$ cat config.mk
export PLATFORM = sky130hd
export DESIGN_NAME = x86_subset_prefix_modrm_decoder
export DESIGN_NICKNAME = d
export VERILOG_FILES = /design/src/hw/rtl/x86pm_pkg.sv /design/src/hw/rtl/x86_subset_prefix_modrm_decoder.sv
export SDC_FILE = /design/constraint.sdc
export NUM_CORES = 1
export LEC_CHECK = 0
export BUFFER_PORTS_ARGS = -buffer_cell sky130_fd_sc_hd__buf_4
export CAP_MARGIN = 5
export CORE_ASPECT_RATIO = 0.5
export CORE_UTILIZATION = 52
export CTS_CLUSTER_DIAMETER = 40
export DETAILED_ROUTE_END_ITERATION = 16
export GPL_TIMING_DRIVEN = 1
export PLACE_DENSITY = 0.71
export REMOVE_ABC_BUFFERS = 1
export SYNTH_ARGS = -nofsm -noshare
export SYNTH_HDL_FRONTEND = slang
export SYNTH_SLANG_ARGS = --single-unit
$ cat constraint.sdc
create_clock -name i_clk -period 3.2 [get_ports i_clk]
set_input_delay 0.48 -clock i_clk [delete_from_list [all_inputs] [get_ports i_clk]]
set_output_delay 0.48 -clock i_clk [all_outputs]
set_load 0.005 [all_outputs]
$ cat src/hw/rtl/x86pm_pkg.sv
// Shared types and constants for the x86 prefix/ModRM/SIB decoder.
// Depends on nothing; imported by x86_subset_prefix_modrm_decoder.
`timescale 1ns / 1ps
`default_nettype none

package x86pm_pkg;

    // Prefix bytes
    localparam logic [7:0] C_LOCK_PREFIX = 8'hF0;
    localparam logic [7:0] C_ADDR_PREFIX = 8'h67;

    // Opcodes that take a ModRM byte
    localparam logic [7:0] C_OPC_ADD_RM8 = 8'h00;
    localparam logic [7:0] C_OPC_AND_RM8 = 8'h20;
    localparam logic [7:0] C_OPC_OR_RM8  = 8'h08;
    localparam logic [7:0] C_OPC_GRP3_8  = 8'hF6;

    // ModRM fields that call for a SIB byte
    localparam logic [2:0] C_RM_SIB      = 3'b100;
    localparam logic [1:0] C_MOD_REG     = 2'b11;

    localparam logic [3:0] C_TALLY_MAX   = 4'hF;

    // Byte position inside the instruction
    typedef enum logic [1:0] {
        PH_PREFIX = 2'd0,
        PH_MODRM  = 2'd1,
        PH_SIB    = 2'd2
    } t_phase;

    // One decoded instruction
    typedef struct packed {
        logic       valid_res;
        logic       lock_seen;
        logic [3:0] lock_count;
        logic       addr_size_seen;
        logic [3:0] addr_size_count;
        logic [7:0] opcode_byte;
        logic [7:0] modrm_byte;
        logic       has_sib;
        logic [7:0] sib_byte;
    } t_result;

    function automatic logic is_known_opcode(input logic [7:0] b);
        return (b == C_OPC_ADD_RM8) || (b == C_OPC_AND_RM8) ||
               (b == C_OPC_OR_RM8)  || (b == C_OPC_GRP3_8);
    endfunction

endpackage

`default_nettype wire

$ cat src/hw/rtl/x86_subset_prefix_modrm_decoder.sv
// Decoder for a subset of x86: lock / address-size prefixes, opcode, ModRM, SIB.
// Takes one code byte per cycle while o_in_ready is high; the result of the byte
// that ends an instruction is registered in the output register or skid entry.
// Throughput is 1 byte per cycle unless the skid entry is full; a two-entry output
// stage (register plus skid) lets bytes keep going while one result waits downstream.
// Synchronous active-low reset clears the phase, prefix state, held bytes and output valids.
`timescale 1ns / 1ps
`default_nettype none

module x86_subset_prefix_modrm_decoder
    import x86pm_pkg::*;
(
    input  wire logic       i_clk,
    input  wire logic       i_rst_n,
    // Byte stream in
    input  wire logic       i_in_valid,
    output logic            o_in_ready,
    input  wire logic [7:0] i_code_byte,
    // Decoded instruction out
    output logic            o_out_valid,
    input  wire logic       i_out_ready,
    output logic            o_valid_res,
    output logic            o_lock_seen,
    output logic [3:0]      o_lock_count,
    output logic            o_addr_size_seen,
    output logic [3:0]      o_addr_size_count,
    output logic [7:0]      o_opcode_byte,
    output logic [7:0]      o_modrm_byte,
    output logic            o_has_sib,
    output logic [7:0]      o_sib_byte
);

    // Decoder state
    t_phase     r_phase,      n_phase;
    logic       r_lock_flag,  n_lock_flag;
    logic [3:0] r_lock_tally, n_lock_tally;
    logic       r_addr_flag,  n_addr_flag;
    logic [3:0] r_addr_tally, n_addr_tally;
    logic [7:0] r_held_opcode, n_held_opcode;
    logic [7:0] r_held_modrm,  n_held_modrm;

    // Output register and skid entry
    logic       r_out_vld;
    t_result    r_out;
    logic       r_skid_vld;
    t_result    r_skid;

    logic       in_accept;
    logic       res_emit;
    t_result    res;
    logic       sib_needed;

    assign in_accept  = i_in_valid && o_in_ready;
    assign o_in_ready = !r_skid_vld;
    assign sib_needed = (i_code_byte[2:0] == C_RM_SIB) &&
                        (i_code_byte[7:6] != C_MOD_REG) && !r_addr_flag;

    // Next phase
    always_comb begin
        n_phase = r_phase;
        if (in_accept) begin
            unique case (r_phase)
                PH_MODRM: n_phase = sib_needed ? PH_SIB : PH_PREFIX;
                PH_SIB:   n_phase = PH_PREFIX;
                default: begin
                    n_phase = is_known_opcode(i_code_byte) ? PH_MODRM : PH_PREFIX;
                end
            endcase
        end
    end

    // Prefix bookkeeping, held bytes and the result of this byte
    always_comb begin
        n_lock_flag   = r_lock_flag;
        n_lock_tally  = r_lock_tally;
        n_addr_flag   = r_addr_flag;
        n_addr_tally  = r_addr_tally;
        n_held_opcode = r_held_opcode;
        n_held_modrm  = r_held_modrm;
        res_emit      = 1'b0;

        res.valid_res       = 1'b1;
        res.lock_seen       = r_lock_flag;
        res.lock_count      = r_lock_tally;
        res.addr_size_seen  = r_addr_flag;
        res.addr_size_count = r_addr_tally;
        res.opcode_byte     = r_held_opcode;
        res.modrm_byte      = i_code_byte;
        res.has_sib         = 1'b0;
        res.sib_byte        = 8'h00;

        if (in_accept) begin
            unique case (r_phase)
                PH_MODRM: begin
                    n_held_modrm = i_code_byte;
                    res_emit     = !sib_needed;
                end
                PH_SIB: begin
                    res.modrm_byte = r_held_modrm;
                    res.has_sib    = 1'b1;
                    res.sib_byte   = i_code_byte;
                    res_emit       = 1'b1;
                end
                default: begin
                    priority if (i_code_byte == C_LOCK_PREFIX) begin
                        n_lock_flag = 1'b1;
                        if (r_lock_tally != C_TALLY_MAX)
                            n_lock_tally = r_lock_tally + 4'd1;
                    end else if (i_code_byte == C_ADDR_PREFIX) begin
                        n_addr_flag = 1'b1;
                        if (r_addr_tally != C_TALLY_MAX)
                            n_addr_tally = r_addr_tally + 4'd1;
                    end else if (is_known_opcode(i_code_byte)) begin
                        n_held_opcode = i_code_byte;
                    end else begin
                        // unknown opcode byte ends the instruction
                        res.valid_res   = 1'b0;
                        res.opcode_byte = i_code_byte;
                        res.modrm_byte  = 8'h00;
                        res_emit        = 1'b1;
                    end
                end
            endcase

            // prefix state clears after every result
            if (res_emit) begin
                n_lock_flag  = 1'b0;
                n_lock_tally = 4'd0;
                n_addr_flag  = 1'b0;
                n_addr_tally = 4'd0;
            end
        end
    end

    // State registers
    always_ff @(posedge i_clk) begin
        if (!i_rst_n) begin
            r_phase      <= PH_PREFIX;
            r_lock_flag  <= 1'b0;
            r_lock_tally <= 4'd0;
            r_addr_flag  <= 1'b0;
            r_addr_tally <= 4'd0;
        end else begin
            r_phase      <= n_phase;
            r_lock_flag  <= n_lock_flag;
            r_lock_tally <= n_lock_tally;
            r_addr_flag  <= n_addr_flag;
            r_addr_tally <= n_addr_tally;
        end
    end

    always_ff @(posedge i_clk) begin
        if (!i_rst_n) begin
            r_held_opcode <= 8'h00;
            r_held_modrm  <= 8'h00;
        end else begin
            r_held_opcode <= n_held_opcode;
            r_held_modrm  <= n_held_modrm;
        end
    end

    // Output register with skid entry
    always_ff @(posedge i_clk) begin
        if (!i_rst_n) begin
            r_out_vld  <= 1'b0;
            r_skid_vld <= 1'b0;
        end else if (!r_out_vld || i_out_ready) begin
            if (r_skid_vld) begin
                r_out_vld  <= 1'b1;
                r_skid_vld <= 1'b0;
            end else begin
                r_out_vld  <= res_emit;
            end
        end else if (res_emit) begin
            r_skid_vld <= 1'b1;
        end
    end

    always_ff @(posedge i_clk) begin
        if (!r_out_vld || i_out_ready) begin
            r_out <= r_skid_vld ? r_skid : res;
        end else if (res_emit) begin
            r_skid <= res;
        end
    end

    assign o_out_valid       = r_out_vld;
    assign o_valid_res       = r_out.valid_res;
    assign o_lock_seen       = r_out.lock_seen;
    assign o_lock_count      = r_out.lock_count;
    assign o_addr_size_seen  = r_out.addr_size_seen;
    assign o_addr_size_count = r_out.addr_size_count;
    assign o_opcode_byte     = r_out.opcode_byte;
    assign o_modrm_byte      = r_out.modrm_byte;
    assign o_has_sib         = r_out.has_sib;
    assign o_sib_byte        = r_out.sib_byte;

`ifndef SYNTH
    // skid entry only fills behind a waiting output register
    a_skid_behind_out: assert property (@(posedge i_clk) disable iff (!i_rst_n)
        r_skid_vld |-> r_out_vld)
        else $error("skid entry valid while output register empty");

    // a SIB byte is never expected after an address-size prefix
    a_sib_no_addr: assert property (@(posedge i_clk) disable iff (!i_rst_n)
        (r_phase == PH_SIB) |-> !r_addr_flag)
        else $error("SIB phase with address-size prefix pending");

    // flags and counts agree
    a_lock_consistent: assert property (@(posedge i_clk) disable iff (!i_rst_n)
        r_lock_flag == (r_lock_tally != 4'd0))
        else $error("lock flag and count disagree");

    a_addr_consistent: assert property (@(posedge i_clk) disable iff (!i_rst_n)
        r_addr_flag == (r_addr_tally != 4'd0))
        else $error("address-size flag and count disagree");

    // prefix state is clear after a result has been produced
    a_clear_after_result: assert property (@(posedge i_clk) disable iff (!i_rst_n)
        res_emit |=> (r_phase == PH_PREFIX) && !r_lock_flag && !r_addr_flag)
        else $error("prefix state not cleared after result");
`endif

endmodule

`default_nettype wire

After elaboration in Yosys (flattened, before gate mapping)
Index checks and enable logic that the tools add are counted.

operators by class
  reduce and logical (&&, ||, !) cells = 25
  bitwise operators = 5
  equality and inequality tests = 13
  add/subtract/negate cells = 2
  multiplexer cells = 39

operator list
  kind                   number
  $mux W16               3
  $mux W36               1
  $mux W4                9
  $mux W25               1
  $mux W1                19
  $eq A8 B8 Y1 const B   2
  $pmux W8 S2            1
  $reduce_and A5 Y1      2
  $mux W9                1
  $add A4 B1 Y4 const B  2
  $eq A8 B4 Y1 const B   1
  $eq A8 B6 Y1 const B   1
  $eq A8 B7 Y1 const B   1
  $logic_not A8 Y1       1
  $mux W8                1
  $ne A4 B4 Y1 const B   2
  $reduce_and A4 Y1      2
  $reduce_bool A2 Y1     4
  $not A1 Y1             5
  $logic_not A1 Y1       4
  $logic_or A1 B1 Y1     4
  $ne A2 B1 Y1 const B   2
  $pmux W2 S2            1
  $reduce_and A2 Y1      2
  other kinds (9)        12

storage, ports and cells
  output and inout bits = 38
  input port bits = 12
  logic and storage cells = 111
  register bits = 102

Longest topological paths before layout
Gate-level depths: netlist of run 1.

  depth in word-level cells = 11
  depth in mapped cells = 8
  gate-level depth less buffers = 7

Worst setup path after synthesis of run 1
OpenSTA, ideal clock, no wires.

  kind = input -> register
  from = input port i_out_ready
  to = register r_skid[0] (netlist name), enable pin
  data required time = 2.771 ns
  slack = -0.284 ns
  setup time = 0.429 ns
  stages on the path = 2
  data arrival time = 3.055 ns
  buffers on the path = 0
  cell sequence = nand2b_1 nor2_1

between the ends
  word-level cells in the longest chain between the ends = 3

RTL lines
  what                                RTL line                                RTL
  from (decl)                         x86_subset_prefix_modrm_decoder.sv:21   input wire logic i_out_ready,
  $logic_or A1 B1 Y1                  x86_subset_prefix_modrm_decoder.sv:180  if (!r_out_vld || i_out_ready) begin
  $not A1 Y1 (no source line)         n/a
  $reduce_and A2 Y1 (no source line)  n/a
  to (signal assigned)                x86_subset_prefix_modrm_decoder.sv:183  r_skid <= res;
  to (decl)                           x86_subset_prefix_modrm_decoder.sv:46   t_result r_skid;

Every way passes these cells.
A chain may end at the register's enable or synchronous reset.

Worst setup path in the final report of run 1
  from = register r_phase[0]
  to = register r_skid[18] (netlist name), enable pin

between the ends
  word-level cells in the longest chain between the ends = 5
  elaborated cells on any way between the ends = 6
  those cells by class = eq/ne (2); mux (3); reduce/logical (1)

RTL lines
  what                                                 RTL line                                RTL
  from (decl)                                          x86_subset_prefix_modrm_decoder.sv:34   t_phase r_phase, n_phase;
  from (signal assigned)                               x86_subset_prefix_modrm_decoder.sv:144  r_phase <= n_phase;
  $eq A2 B2 Y1 / $eq A2 B1 Y1 (equally long branches)  x86_subset_prefix_modrm_decoder.sv:93   unique case (r_phase)
  $pmux W1 S2 *                                        x86_subset_prefix_modrm_decoder.sv:93
  $mux W1 * (2 in a row)                               x86_subset_prefix_modrm_decoder.sv:92   if (in_accept) begin
  $reduce_and A2 Y1 (no source line) *                 n/a

Mark *: on every way between the ends. The rest lies on a longest branch, timed or not. The select of a mux whose other input is x is not followed.

==> results.toml, run 1 <==
[critical_path]
critPathBufInv = 2
crit_path_cell_trace = "inv_1 -> ha_1 -> o21ai_4 -> o31ai_1 -> nand2_1 -> nor2_2 -> buf_4"
end_kind = "flip-flop"
max_stage_delay_ps = 570
required_ps = 3170
cp-start-kind = "flip-flop"
arrival_ps = 2490
crit_type = "flip-flop to flip-flop"
path_delay_family = "adder cells"
crit_path_top_delay_cell = "ha_1"
cp_max_fo = 36

[yosys]
ys_top_cells_by_area = "edfxtp_1, dfxtp_1, mux2_2"
netlist_area_um2 = 4540
synth-xor-area-share = 0
synthCells = 344
yosysTopAreaCell = "edfxtp_1"
yosys_most_used_dff = "edfxtp_1"
muxShareOfSynthArea = 0.0650
synth_edf_count = 72
synth_top_family_by_area = "compound AO/OA/AOI/OAI gates"
synthAdderAreaFrac = 0.0110
synth-simple-area-share = 0.122
yosysUniqueCellTypes = 64
synth-seq-cells = 102
ys_warn_count = 0
synth_top_area_share = 0.476
async_flop_share = 0
synth_compound_area_frac = 0.155
syn_avg_cell_area_um2 = 13.2
ys_seq_area_frac = 0.608

[timing]
rsz0062_at_grt = "no"
fin_skew_ps = 6.71
finalCritPeriodShare = 0.785
fmax_ghz = 0.398
worst_slew_pin_slew_ps = 722
setup_viol = 0
relSlewSlack = 0.511
fin_setup_tns_ps = 0
period_needed_ps = 2510
slew_violations = 0
hold_violations = 0
setup_ws_ps = 688

[clock_tree]
post_cts_resized = 0
cts_tree = "built"
cts_made_buffers = 9
postCtsHoldBufs = 0
root_buffer = "clkbuf_16"
post_cts_buffers = 0
clk_pin_slew_worst_paths_ps = 70
clk_latency_ps = 340
h-tree-depth = 3
cts_sinks = 102
cts_buffer_depth = 2

[placement]
gp_congestion = 0.833
dpl_worst_slack_ps = 695
hpwl_mm = 6.36
portBuffers = 49

[power_and_ir_drop]
ir_worst_vdd_mv = 0.344
power.density_nw_per_um2 = 518
leakage_nw = 2.22
power_mw = 2.72

[final_layout]
layout-area-overhead-vs-synth_pct = 15.8
final_nets = 406
drive_above_1_share = 0.320
fill_cells = 643
fin_util = 0.639
final_cell_mix = "edfxtp_1, buf_4, dfxtp_1"
final_common_cell = "edfxtp_1"
diodes = 0

[grt]
track_usage = 0.225
grt_pass1_vias = 2833
grt_overflow = 0
grt_pass1_wl_mm = 15.1
antenna_found_initial = 0
grt_max_degree = 39

[die]
dieHeight_um = 68.1
core_um2 = 8230
die_w_um = 134
io_pins = 50
rows = 23
start_util = 0.552
die_area_um2 = 9130

[hold_path]
hold_path_class = "flip-flop to flip-flop"

[outcome]
outcome = "finished clean"

[routing]
wl_met3_um = 570
antenna_left = 0
topRoutingLayerUsed = "met4"
vias = 2924
wl_mm = 9.36
wl_met1_mm = 4.38
drtIter0Drc = 181
wl_met2_mm = 4.33
routedWlPerCell_um = 18.5
vias_per_cell = 5.78
drc = 0
drt-pass1-iter-count = 4

[run]
maxCapViolCount = 0
==> state kept, by name, indices dropped and copies added (netlist names) <==
signal / cells
r_skid: 36
o_modrm_byte: 8
o_opcode_byte: 8
o_sib_byte: 8
r_held_modrm: 8
r_held_opcode: 8
o_addr_size_count: 4
o_lock_count: 4
r_addr_tally: 4
r_lock_tally: 4
r_phase: 2
o_addr_size_seen: 1
o_has_sib: 1
o_lock_seen: 1
o_out_valid: 1
o_valid_res: 1
r_addr_flag: 1
r_lock_flag: 1
r_skid_vld: 1
==> layer usage <==
metal | vias up | track usage
met5 | - | 0
met4 | 0 | 0.0646
met3 | 7 | 0.0526
met2 | 96 | 0.359
met1 | 1431 | 0.311
li1 | 1390 | -
==> cells in the mapped netlist, types with 2 or more instances <==
master,number
and2_1,2
o21a_1,2
mux2_4,3
a22o_1,3
inv_1,11
ha_1,4
edfxtp_1,72
nor3_1,5
a211o_1,2
a21o_1,22
mux2_2,16
nor3_2,2
or3_1,3
o21ai_0,11
mux2i_1,7
nor2_4,2
inv_2,2
buf_6,5
nor2_1,10
clkbuf_1,8
a22o_2,3
o211ai_1,2
a21oi_1,14
nand3_1,6
nor2b_1,12
buf_4,3
buf_2,2
nand2_1,17
a31o_2,11
a21boi_0,2
a221o_1,2
nand2b_1,2
or2_2,3
buf_1,2
dfxtp_1,30
a221oi_1,2
nand3b_1,2
and3_1,11
==> report_power, final <==
group          internal (mW)  switching, mW
registers               1.46         0.0135
logic                 0.0941          0.107
clock network          0.600          0.453
==> metrics by stage <==
| stage | instance area (um2) | hold slack [ps] | cells |
|---|---|---|---|
| after floorplan | 4410 | 408 | 324 |
| after global placement | 4970 | 412 | 491 |
| after detailed placement | 4970 | 435 | 491 |
| after global routing | 5260 | 467 | 506 |
| after CTS | 5260 | 450 | 506 |
| final | 5260 | 452 | 506 |
==> area by class of cell <==
class,instances,area (um2),area share
sequential,102,2760,0.525
tap,112,140,0.0266
clock inverter,6,61.3,0.0117
multi-input combinational,209,1610,0.306
timing repair buffer,55,413,0.0785
clock buffer,9,225,0.0428
inverter,13,48.8,0.00928
==> worst reg2reg max path, cell delays in order (launching register included) <==
cell	delay [ps]
dfxtp_1	360
inv_1	60
ha_1	570
o21ai_4	170
o31ai_1	330
nand2_1	100
nor2_2	100
buf_4	450
==> final timing paths <==
| check | slack [ps] | depth (start not counted) | startpoint | endpoint |
|---|---|---|---|---|
| worst min register to register | 450 | 0 | r_lock_flag | r_skid[34] |
| worst max register to register | 690 | 7 | r_phase[0] | r_skid[18] |
| worst min-delay path | 450 | 0 | r_lock_flag | r_skid[34] |
| worst max-delay path | 690 | 7 | r_phase[0] | r_skid[18] |
==> cells by family after synthesis <==
kind of cell | Yosys count
adder cells (fa/ha/maj) | 4
multiplexers | 26
AND/OR/NAND/NOR | 89
buffers and inverters | 33
AO/OA/AOI/OAI | 90
flip-flops | 102
No activity file was read; power rests on OpenSTA's default activity.
==> inputs of run 2 (changes only) <==
ABC_AREA = 1   (was not set)
clock period = 2.3 ns   (was 3.2 ns; I/O delays follow)
==> results.toml, run 2 <==
[critical_path]
r2r_slack_ps = 170
end_kind = "flip-flop"
cp-start-kind = "flip-flop"
arrival_ps = 2170
cp_max_fo = 14
required_ps = 2340
crit_type = "flip-flop to flip-flop"

[final_layout]
multi_input_area_um2 = 1370
final_nets = 520
fin_util = 0.648
drive_above_1_share = 0.179
largest-register = "r_skid"
final_cell_mix = "nand2_1, edfxtp_1, buf_4"
largest_reg_flops = 36
layout-area-overhead-vs-synth_pct = 19.7
regArea_um2 = 2760
final_common_cell = "nand2_1"
diodes = 0
fill_cells = 664

[clock_tree]
cts_buffer_depth = 2
clk_pin_slew_worst_paths_ps = 70
post_cts_buffers = 0
clk_latency_ps = 340
postCtsHoldBufs = 0
post_cts_resized = 0
cts_sinks = 102
root_buffer = "clkbuf_16"
h-tree-depth = 3
cts_tree = "built"
cts_made_buffers = 9

[routing]
antenna_left = 0
wl_mm = 8.93
vias_per_cell = 5.19
routedWlPerCell_um = 14.4
vias = 3223
drc = 2
drt-pass1-iter-count = 10
drtIter0Drc = 192

[grt]
grt_pass1_wl_mm = 14.3
antenna_found_initial = 0
grt_max_degree = 46
track_usage = 0.218
grt_overflow = 0
grt_pass1_vias = 2866

[run]
maxCapViolCount = 0

[timing]
relSlewSlack = 0.637
hold_violations = 0
worst_slew_pin_slew_ps = 544
fin_setup_tns_ps = 0
hold_ws_ps = 309
period_needed_ps = 2130
fin_skew_ps = 3.88
rsz0062_at_grt = "no"
slew_violations = 0
fmax_ghz = 0.469
finalCritPeriodShare = 0.927
setup_viol = 0

[placement]
hpwl_mm = 6.00
gp_congestion = 0.905
portBuffers = 49

[power_and_ir_drop]
ir_worst_vdd_mv = 0.393
leakage_nw = 2.13
power.density_nw_per_um2 = 785

[yosys]
synth_top_area_share = 0.496
synthTopCellsByCount = "nand2_1, edfxtp_1, nor2_1, inv_1, dfxtp_1"
ys_warn_count = 0
ys_top_cells_by_area = "edfxtp_1, dfxtp_1, nand2_1"
yosysUniqueCellTypes = 28
yosysTopAreaCell = "edfxtp_1"
synthCells = 450
async_flop_share = 0
synth_edf_count = 72
yosys_most_used_dff = "edfxtp_1"
syn_avg_cell_area_um2 = 9.69
netlist_area_um2 = 4360
synth.most_common_cell = "nand2_1"
synth-seq-cells = 102
ys_seq_area_frac = 0.634

[outcome]
violations = "DRC"
outcome = "finished, violations left"

[hold_path]
hold_path_class = "primary input to flip-flop"

[die]
dieHeight_um = 66.7
start_util = 0.541
rows = 23
die_area_um2 = 8780
core_um2 = 8060
die_w_um = 131
io_pins = 50
-- run 2: worst max-delay path: stages, from the launching register on --
cell,delay [ps]
dfxtp_1,330
inv_1,60
ha_1,380
inv_2,140
nor2_4,200
nand3_2,110
nand2_4,120
nand2_2,70
nor2_2,150
buf_4,270
-- run 2: logic make-up after synthesis --
| kind of cell | after synthesis | synth area share |
|---|---|---|
| and+or+nand+nor | 202 | 0.198 |
| xor gates and xnor gates | 4 | 0.00804 |
| AOI/OAI and AO/OA | 79 | 0.0947 |
| DFF | 102 | 0.634 |
| adders and majority gates | 4 | 0.0115 |
| buffers and inverters | 59 | 0.0537 |
-- run 2: layout make-up --
class | instances | share of cell area
flip-flops and latches | 102 | 0.529
multi-input cells | 289 | 0.262
repair buffers | 58 | 0.0858
clock buffers | 10 | 0.0439
inverters | 44 | 0.0316
well taps | 112 | 0.0268
clock inverters | 6 | 0.0211
-- run 2: final timing paths --
path | startpoint | end | cells past startpoint
max reg2reg | r_phase[0] | r_skid[17] | 9
max | r_phase[0] | r_skid[17] | 9
min reg2reg | r_lock_flag | r_skid[34] | 0
min | i_code_byte[5] | r_held_modrm[5] | 3
-- run 2: power by group --
group          internal (mW)  switching [mW]
Combinational          0.134           0.199
Clock                   1.06           0.634
Sequential              2.05          0.0207
-- run 2: per-stage QoR --
stage | setup WS [ps] | power, mW | cells | instance area (um2)
final | 168 | 4.10 | 621 | 5220
after detailed placement | 209 | 2.44 | 605 | 4880
after CTS | 180 | 4.12 | 621 | 5220
after floorplan | -1440 | 2.27 | 435 | 4290
after global routing | 66.2 | 4.25 | 621 | 5220
after global placement | 275 | 2.43 | 605 | 4880
-- run 2: metal layers --
| metal | up-vias | routed length, um | GRT usage |
|---|---|---|---|
| met5 | - | 0 | 0 |
| met4 | 0 | 83 | 0.0669 |
| met3 | 7 | 563 | 0.0731 |
| met2 | 97 | 3950 | 0.333 |
| met1 | 1504 | 4330 | 0.294 |
| li1 | 1615 | - | - |
